**config.mk**
```make
export PLATFORM = sky130hd
export DESIGN_NAME = symmetric_fir_lowpass_core
export DESIGN_NICKNAME = d
export VERILOG_FILES = /design/src/design/sfir_pkg.sv /design/src/design/sfir_tap_cell.sv /design/src/design/sfir_mac.sv /design/src/design/symmetric_fir_lowpass_core.sv
export VERILOG_INCLUDE_DIRS = /design/src /design/src/design
export SDC_FILE = /design/constraint.sdc
export NUM_CORES = 2
export LEC_CHECK = 0
export BUFFER_PORTS_ARGS = -buffer_cell sky130_fd_sc_hd__buf_2
export CAP_MARGIN = 20
export CORE_ASPECT_RATIO = 1.4
export CORE_MARGIN = 1.5
export CORE_UTILIZATION = 55
export DETAILED_ROUTE_END_ITERATION = 12
export GPL_TIMING_DRIVEN = 0
export PLACE_DENSITY = 0.71
export SLEW_MARGIN = 10
export SYNTH_ARGS = -nofsm -noshare
export SYNTH_HDL_FRONTEND = slang
export SYNTH_SLANG_ARGS = --single-unit
```
**constraint.sdc**
```tcl
create_clock -name clk -period 10.6 [get_ports clk]
set_input_delay 1.06 -clock clk [delete_from_list [all_inputs] [get_ports clk]]
set_output_delay 1.06 -clock clk [all_outputs]
set_load 0.005 [all_outputs]
```
**src/design/symmetric_fir_lowpass_core_defines.svh**
```systemverilog
// Assertion helpers shared by the filter core.
`ifndef SYMMETRIC_FIR_LOWPASS_CORE_DEFINES_SVH
`define SYMMETRIC_FIR_LOWPASS_CORE_DEFINES_SVH

// The consequent must hold in the same cycle as the antecedent.
`define SFIR_ASSERT_SAME(label, clk, rst_n, ante, cons, msg) \
	label: assert property (@(posedge clk) disable iff (!rst_n) (ante) |-> (cons)) \
		else $error(msg);

// The consequent must hold in the cycle after the antecedent.
`define SFIR_ASSERT_NEXT(label, clk, rst_n, ante, cons, msg) \
	label: assert property (@(posedge clk) disable iff (!rst_n) (ante) |=> (cons)) \
		else $error(msg);

`endif

```
**src/design/sfir_pkg.sv**
```systemverilog
package sfir_pkg;

	localparam logic CMD_SAMPLE = 1'b0;
	localparam logic CMD_LOAD   = 1'b1;

	// Control shared by every cell of the tap chain.
	typedef struct packed {
		logic shift;
		logic rotate;
	} sfir_cell_ctrl_t;

	// Control for the shared multiply-accumulate unit.
	typedef struct packed {
		logic clear;
		logic mul_en;
	} sfir_mac_ctrl_t;

endpackage

```
**src/design/sfir_tap_cell.sv**
```systemverilog
module sfir_tap_cell import sfir_pkg::*; #(
	parameter int W = 16
) (
	input  logic                clk,
	input  logic                arst_n,
	input  sfir_cell_ctrl_t     ctrl,
	input  logic signed [W-1:0] shift_d,
	input  logic signed [W-1:0] rot_d,
	output logic signed [W-1:0] q
);

	logic signed [W-1:0] tap_q;

	always_ff @(posedge clk or negedge arst_n) begin
		if (!arst_n) begin
			tap_q <= '0;
		end else if (ctrl.shift) begin
			tap_q <= shift_d;
		end else if (ctrl.rotate) begin
			tap_q <= rot_d;
		end
	end

	assign q = tap_q;

endmodule

```
**src/design/sfir_mac.sv**
```systemverilog
module sfir_mac import sfir_pkg::*; #(
	parameter int SAMPLE_BITS = 16,
	parameter int COEF_BITS   = 18,
	parameter int NTAPS       = 33
) (
	input  logic                          clk,
	input  logic                          arst_n,
	input  sfir_mac_ctrl_t                ctrl,
	input  logic signed [SAMPLE_BITS-1:0] sample,
	input  logic signed [COEF_BITS-1:0]   coef,
	output logic signed [SAMPLE_BITS-1:0] result,
	output logic                          sat
);

	localparam int PROD_W = SAMPLE_BITS + COEF_BITS;
	localparam int ACC_W  = PROD_W + $clog2(NTAPS);
	localparam int FRAC   = COEF_BITS - 2;
	localparam logic signed [ACC_W-1:0] HALF_LSB = ACC_W'(1) << (FRAC - 1);
	localparam logic signed [ACC_W-1:0] MAXV =
		{{(ACC_W - SAMPLE_BITS + 1){1'b0}}, {(SAMPLE_BITS - 1){1'b1}}};
	localparam logic signed [ACC_W-1:0] MINV = ~MAXV;

	logic signed [PROD_W-1:0] product_s1;
	logic                     pvalid_s1;
	logic signed [ACC_W-1:0]  acc_q;
	logic signed [ACC_W-1:0]  rounded;
	logic signed [ACC_W-1:0]  shifted;
	logic                     over;
	logic                     under;

	always_ff @(posedge clk or negedge arst_n) begin
		if (!arst_n) begin
			pvalid_s1 <= 1'b0;
		end else begin
			pvalid_s1 <= ctrl.mul_en;
		end
	end

	always_ff @(posedge clk) begin
		if (ctrl.mul_en) begin
			product_s1 <= sample * coef;
		end
	end

	always_ff @(posedge clk or negedge arst_n) begin
		if (!arst_n) begin
			acc_q <= '0;
		end else if (ctrl.clear) begin
			acc_q <= '0;
		end else if (pvalid_s1) begin
			acc_q <= acc_q + ACC_W'(product_s1);
		end
	end

	// Adding half an LSB and shifting arithmetically rounds exact halves upwards.
	always_comb begin
		rounded = acc_q + HALF_LSB;
		shifted = rounded >>> FRAC;
		over    = shifted > MAXV;
		under   = shifted < MINV;
		sat     = over | under;
		if (over) begin
			result = MAXV[SAMPLE_BITS-1:0];
		end else if (under) begin
			result = MINV[SAMPLE_BITS-1:0];
		end else begin
			result = shifted[SAMPLE_BITS-1:0];
		end
	end

endmodule

```
**src/design/symmetric_fir_lowpass_core.sv**
```systemverilog
// Symmetric odd-length FIR low-pass with one shared multiply-accumulate unit.
// A sample word gives its result once the MAC has walked the tap chain; a new word
// is taken only after the drain and final steps have loaded the output register.
// Coefficient load words are taken one per cycle while the core is idle.
// Asynchronous active-low reset clears the delay line, the coefficient table
// and all control state.
module symmetric_fir_lowpass_core import sfir_pkg::*; #(
	parameter int HALF_TAPS   = 16,
	parameter int SAMPLE_BITS = 16,
	parameter int COEF_BITS   = 18
) (
	input  logic                                 clk,
	input  logic                                 arst_n,
	input  logic                                 in_valid,
	output logic                                 in_ready,
	input  logic                                 cmd,
	input  logic signed [SAMPLE_BITS-1:0]        sample_in,
	input  logic [$clog2(HALF_TAPS + 1)-1:0]     coef_index,
	input  logic signed [COEF_BITS-1:0]          coef_value,
	output logic                                 out_valid,
	input  logic                                 out_ready,
	output logic signed [SAMPLE_BITS-1:0]        sample_out,
	output logic                                 saturated
);

`include "symmetric_fir_lowpass_core_defines.svh"

	localparam int NTAPS  = 2 * HALF_TAPS + 1;
	localparam int CIDX_W = $clog2(HALF_TAPS + 1);
	localparam logic [CIDX_W-1:0] HALF_IDX = CIDX_W'(HALF_TAPS);

	typedef enum logic [1:0] {
		ST_IDLE,
		ST_RUN,
		ST_DRAIN,
		ST_FIN
	} state_t;

	state_t                        state_q;
	logic [CIDX_W-1:0]             dist_q;
	logic                          up_q;
	logic                          out_valid_q;
	logic signed [SAMPLE_BITS-1:0] sample_out_q;
	logic                          saturated_q;

	logic signed [COEF_BITS-1:0]   coef_q [0:HALF_TAPS];
	logic signed [SAMPLE_BITS-1:0] tap [0:NTAPS-1];

	logic            accept;
	logic            take_sample;
	logic            take_load;
	logic            run_end;
	logic            out_load;
	sfir_cell_ctrl_t cell_ctrl;
	sfir_mac_ctrl_t  mac_ctrl;
	logic signed [SAMPLE_BITS-1:0] mac_result;
	logic                          mac_sat;

	assign in_ready    = (state_q == ST_IDLE);
	assign accept      = in_valid & in_ready;
	assign take_sample = accept & (cmd == CMD_SAMPLE);
	assign take_load   = accept & (cmd == CMD_LOAD) &
		({1'b0, coef_index} <= {1'b0, HALF_IDX});
	assign run_end     = (state_q == ST_RUN) & up_q & (dist_q == HALF_IDX);
	assign out_load    = (state_q == ST_FIN) & (!out_valid_q | out_ready);

	// A new word shifts in at the head; during the run the chain rotates so that
	// the head shows the samples from newest to oldest and ends where it began.
	assign cell_ctrl.shift  = take_sample;
	assign cell_ctrl.rotate = (state_q == ST_RUN);
	assign mac_ctrl.clear   = take_sample;
	assign mac_ctrl.mul_en  = (state_q == ST_RUN);

	for (genvar i = 0; i < NTAPS; i++) begin : g_tap
		logic signed [SAMPLE_BITS-1:0] shift_src;
		if (i == 0) begin : g_head
			assign shift_src = sample_in;
		end else begin : g_body
			assign shift_src = tap[i-1];
		end
		sfir_tap_cell #(
			.W(SAMPLE_BITS)
		) u_cell (
			.clk    (clk),
			.arst_n (arst_n),
			.ctrl   (cell_ctrl),
			.shift_d(shift_src),
			.rot_d  (tap[(i + 1) % NTAPS]),
			.q      (tap[i])
		);
	end

	sfir_mac #(
		.SAMPLE_BITS(SAMPLE_BITS),
		.COEF_BITS  (COEF_BITS),
		.NTAPS      (NTAPS)
	) u_mac (
		.clk   (clk),
		.arst_n(arst_n),
		.ctrl  (mac_ctrl),
		.sample(tap[0]),
		.coef  (coef_q[dist_q]),
		.result(mac_result),
		.sat   (mac_sat)
	);

	always_ff @(posedge clk or negedge arst_n) begin
		if (!arst_n) begin
			for (int i = 0; i <= HALF_TAPS; i++) begin
				coef_q[i] <= '0;
			end
		end else if (take_load) begin
			coef_q[coef_index] <= coef_value;
		end
	end

	// The distance from the centre tap falls to zero and climbs back again.
	always_ff @(posedge clk or negedge arst_n) begin
		if (!arst_n) begin
			state_q      <= ST_IDLE;
			dist_q       <= '0;
			up_q         <= 1'b0;
			out_valid_q  <= 1'b0;
			sample_out_q <= '0;
			saturated_q  <= 1'b0;
		end else begin
			if (out_load) begin
				out_valid_q  <= 1'b1;
				sample_out_q <= mac_result;
				saturated_q  <= mac_sat;
			end else if (out_ready) begin
				out_valid_q <= 1'b0;
			end
			case (state_q)
				ST_IDLE: begin
					if (take_sample) begin
						state_q <= ST_RUN;
						dist_q  <= HALF_IDX;
						up_q    <= 1'b0;
					end
				end
				ST_RUN: begin
					if (run_end) begin
						state_q <= ST_DRAIN;
					end else if (!up_q && dist_q == '0) begin
						up_q   <= 1'b1;
						dist_q <= dist_q + 1'b1;
					end else if (up_q) begin
						dist_q <= dist_q + 1'b1;
					end else begin
						dist_q <= dist_q - 1'b1;
					end
				end
				ST_DRAIN: begin
					state_q <= ST_FIN;
				end
				ST_FIN: begin
					if (out_load) begin
						state_q <= ST_IDLE;
					end
				end
				default: begin
					state_q <= ST_IDLE;
				end
			endcase
		end
	end

	assign out_valid  = out_valid_q;
	assign sample_out = sample_out_q;
	assign saturated  = saturated_q;

	`SFIR_ASSERT_NEXT(a_busy_after_sample, clk, arst_n, take_sample, !in_ready, "core still ready after a sample word")
	`SFIR_ASSERT_SAME(a_dist_in_range, clk, arst_n, state_q == ST_RUN, dist_q <= HALF_IDX, "tap distance beyond the coefficient table")
	`SFIR_ASSERT_SAME(a_result_from_fin, clk, arst_n, $rose(out_valid_q), $past(state_q == ST_FIN), "result raised outside the final step")

endmodule

```
==> impl_metrics.yaml <==
clock_tree:
  cts-htree-levels: 3
  clkTransAtPathRegs_ns: 0.06
  postCtsSetupBuffers: 0
  numCtsBuffers: 92
  hold_buffers: 0
  clock_latency_ns: 0.71
  cts_resized: 0
  numClockSinks: 935
  clock-root-buffer: "clkbuf_16"
  cts_buffer_depth: 3
  cts_tree: "done"
timing:
  skew_ns: 0.04859
  fmax_mhz: 97.82
  finalCritPeriodShare_pct: 96.44
  finalSetupViolCount: 0
  worstMarginPinSlew_ns: 1.294
  relSlewSlack_pct: 13.72
  maxSlewViolCount: 0
  rsz0062_at_grt: "no"
  period_needed_ns: 10.22
  hold_viol: 0
worst_setup_path:
  worstSetupStartpoint: "dist_q[1]"
  worst-setup-path-type: "flop to flop"
  path_max_fanout: 10
  reg2reg_from: "dist_q[1]"
  start_kind: "flop"
  regToRegSetupSlack_ns: 0.38
  required_ns: 10.99
  reg2reg_to: "u_mac.product_s1[33]"
  cp.arrival_ns: 10.62
  ff2ff_path_depth: 27
  crit_path_end: "u_mac.product_s1[33]"
  end_kind: "flop"
power:
  leakagePower_nw: 26.96
  power_density_nw_per_um2: 264.0
  vdd_drop_max_uv: 204.6
logic_synthesis:
  yosysWarnings: 0
  synthFlopType: "dfrtp_1"
  synth_top_area_share_pct: 41.03
  netlist_area_sq_um: 54960
  ys_async_sr_fraction_pct: 96.36
  synth-seq-cells: 935
  synth_cell_types: 81
  synthTopCellsByArea: "dfrtp_1, fa_1, mux2i_1"
  synth_fp_nets: 5460
  syn_inst: 4993
  syn_area_per_cell_sq_um: 11.01
  seq_area_frac_synth_pct: 42.88
  synth_edf_count: 34
  yosys.area.top_type: "dfrtp_1"
final_layout:
  fin_nets: 5628
  final_cell_mix: "dfrtp_1, nand2_1, o21ai_0"
  syn_to_final_growth_pct: 9.796
  layout_commonest_cell: "dfrtp_1"
  post-route-util_pct: 60.69
  final_area_sq_um: 60340
  drive_gt1_share_pct: 12.54
die:
  design.portCount: 63
  core.rowCount: 137
  initial_core_util_pct: 55.28
  die_h_microns: 377.0
  die-area_sq_um: 101900
  core-area_sq_um: 99420
  fp.dieW_microns: 270.2
global_route:
  grt_pass1_vias: 39702
  grt_start_max_net_pins: 113
  grt_remaining_overflow: 0
  grt_use_total_pct: 27.47
  antenna_found_initial: 4
  grt_pass1_wl_microns: 219100
placed_design:
  hpwl_microns: 102700
  placedInstanceArea_sq_um: 57210
  gp_congestion: 0.9382
  io_buffers: 62
detailed_routing:
  drt_pass1_iterations: 5
  avgRoutedWirePerCell_microns: 20.86
  wl_microns: 136700
  route.vias.total: 37171
  drt_first_iter_violations: 2308
  vias_per_cell: 5.673
  drcViolationCount: 0
  ant_nets: 0
min_path:
  min_path_type: "primary input to async pin"
status:
  status: "finished clean"
flow_run:
  drv_cap: 0
==> cell families (layout without fill, tap and decap cells) <==
kind of cell | count (synthesis) | count (layout) | share of synthesized area [%]
other | 0 | 2 | 0
XOR/XNOR | 84 | 84 | 1.339
adder cells (fa/ha/maj) | 423 | 423 | 13.61
multiplexers | 952 | 952 | 20.09
AND/OR/NAND/NOR | 1103 | 1103 | 9.127
buffers and inverters | 686 | 923 | 4.781
flip-flops | 935 | 935 | 42.88
AO/OA/AOI/OAI | 810 | 810 | 8.173
==> metrics by stage <==
| step | setup TNS (ns) | power, mW | cells | setup slack [ns] | hold slack [ns] |
|---|---|---|---|---|---|
| after floorplan | 0 | 10.56 | 4993 | 2.586 | 0.4677 |
| after global placement | -9607.23 | 12.35 | 6375 | -10.89 | 0.4813 |
| after detailed placement | 0 | 12.58 | 6386 | 0.4752 | 0.4878 |
| after CTS | 0 | 15.98 | 6549 | 0.3679 | 0.3196 |
| after global routing | 0 | 17.01 | 6550 | 0.005884 | 0.3535 |
| final | 0 | 15.93 | 6552 | 0.3768 | 0.3320 |
==> area by class of cell <==
| cell class | instances | area, sq um |
|---|---|---|
| flip-flops and latches | 935 | 23570 |
| plain buffers | 306 | 1201 |
| diodes | 2 | 5.005 |
| repair buffers | 74 | 601.8 |
| multi-input cells | 3372 | 28780 |
| clock buffers | 139 | 2719 |
| inverters | 380 | 1426 |
| well taps | 1320 | 1652 |
| clock inverters | 24 | 387.9 |
| fillers | 8186 | 39080 |
==> cell usage after synthesis, drive strengths merged, types with 69 or more instances <==
library cell / instances
inv: 378
fa: 291
nor2: 108
nand2: 643
o21ai: 566
mux2i: 553
nor2b: 115
nand2b: 71
mux4: 90
and2: 69
a21oi: 105
dfrtp: 901
clkbuf: 280
mux2: 309
ha: 132
==> sequential cells by signal, summed over array words and instances (netlist names), 2 cells and up <==
signal / count
coef_q: 306
u_mac.product_s1: 34
dist_q: 5
g_tap.u_cell.q: 528
sample_out: 16
state_q: 2
u_mac.acc_q: 40
==> routing by layer <==
| layer | GRT usage, % | part of all wire, % | up-vias |
|---|---|---|---|
| met1 | 32.82 | 40 | 18783 |
| met3 | 3.290 | 3.8 | 326 |
| met5 | 0 | 0.0073 | - |
| met4 | 13.90 | 5.1 | 2 |
| li1 | - | - | 17222 |
| met2 | 48.88 | 51 | 838 |
==> power by group <==
group	switching, mW	internal, mW	leakage [nW]
combinational	3.78	2.82	13.5
sequential	1.08	4.89	11.9
clock	1.43	1.93	1.51
==> worst min-delay path by stage <==
stage	cells after the start	slack, ns	startpoint	to
global placement	1	0.48	coef_q[193]	coef_q[193]
CTS	1	0.32	arst_n	g_tap[23].u_cell.q[9]
floorplan	2	0.47	g_tap[17].u_cell.q[10]	g_tap[18].u_cell.q[10]
global route	1	0.35	arst_n	g_tap[23].u_cell.q[9]
detailed placement	1	0.49	coef_q[193]	coef_q[193]
finish	1	0.33	arst_n	g_tap[22].u_cell.q[7]
==> critical path: stages (launching register included) <==
cell      delay (ns)
dfrtp_1         0.38
clkbuf_1        0.52
clkbuf_1        0.77
mux4_2          0.40
mux4_2          0.48
a22oi_1         0.84
clkbuf_1        0.49
nor2b_1         0.13
fa_1            0.52
inv_1           0.06
fa_1            0.52
fa_1            0.57
inv_1           0.07
fa_1            0.49
fa_1            0.49
inv_1           0.05
fa_1            0.47
inv_1           0.04
ha_1            0.34
nand4_1         0.22
nor2_1          0.19
o311ai_0        0.25
a31oi_1         0.65
a31oi_1         0.28
a21oi_1         0.27
a21o_1          0.16
a21oi_1         0.08
xnor2_1         0.16
No activity file was read; power rests on OpenSTA's default activity.
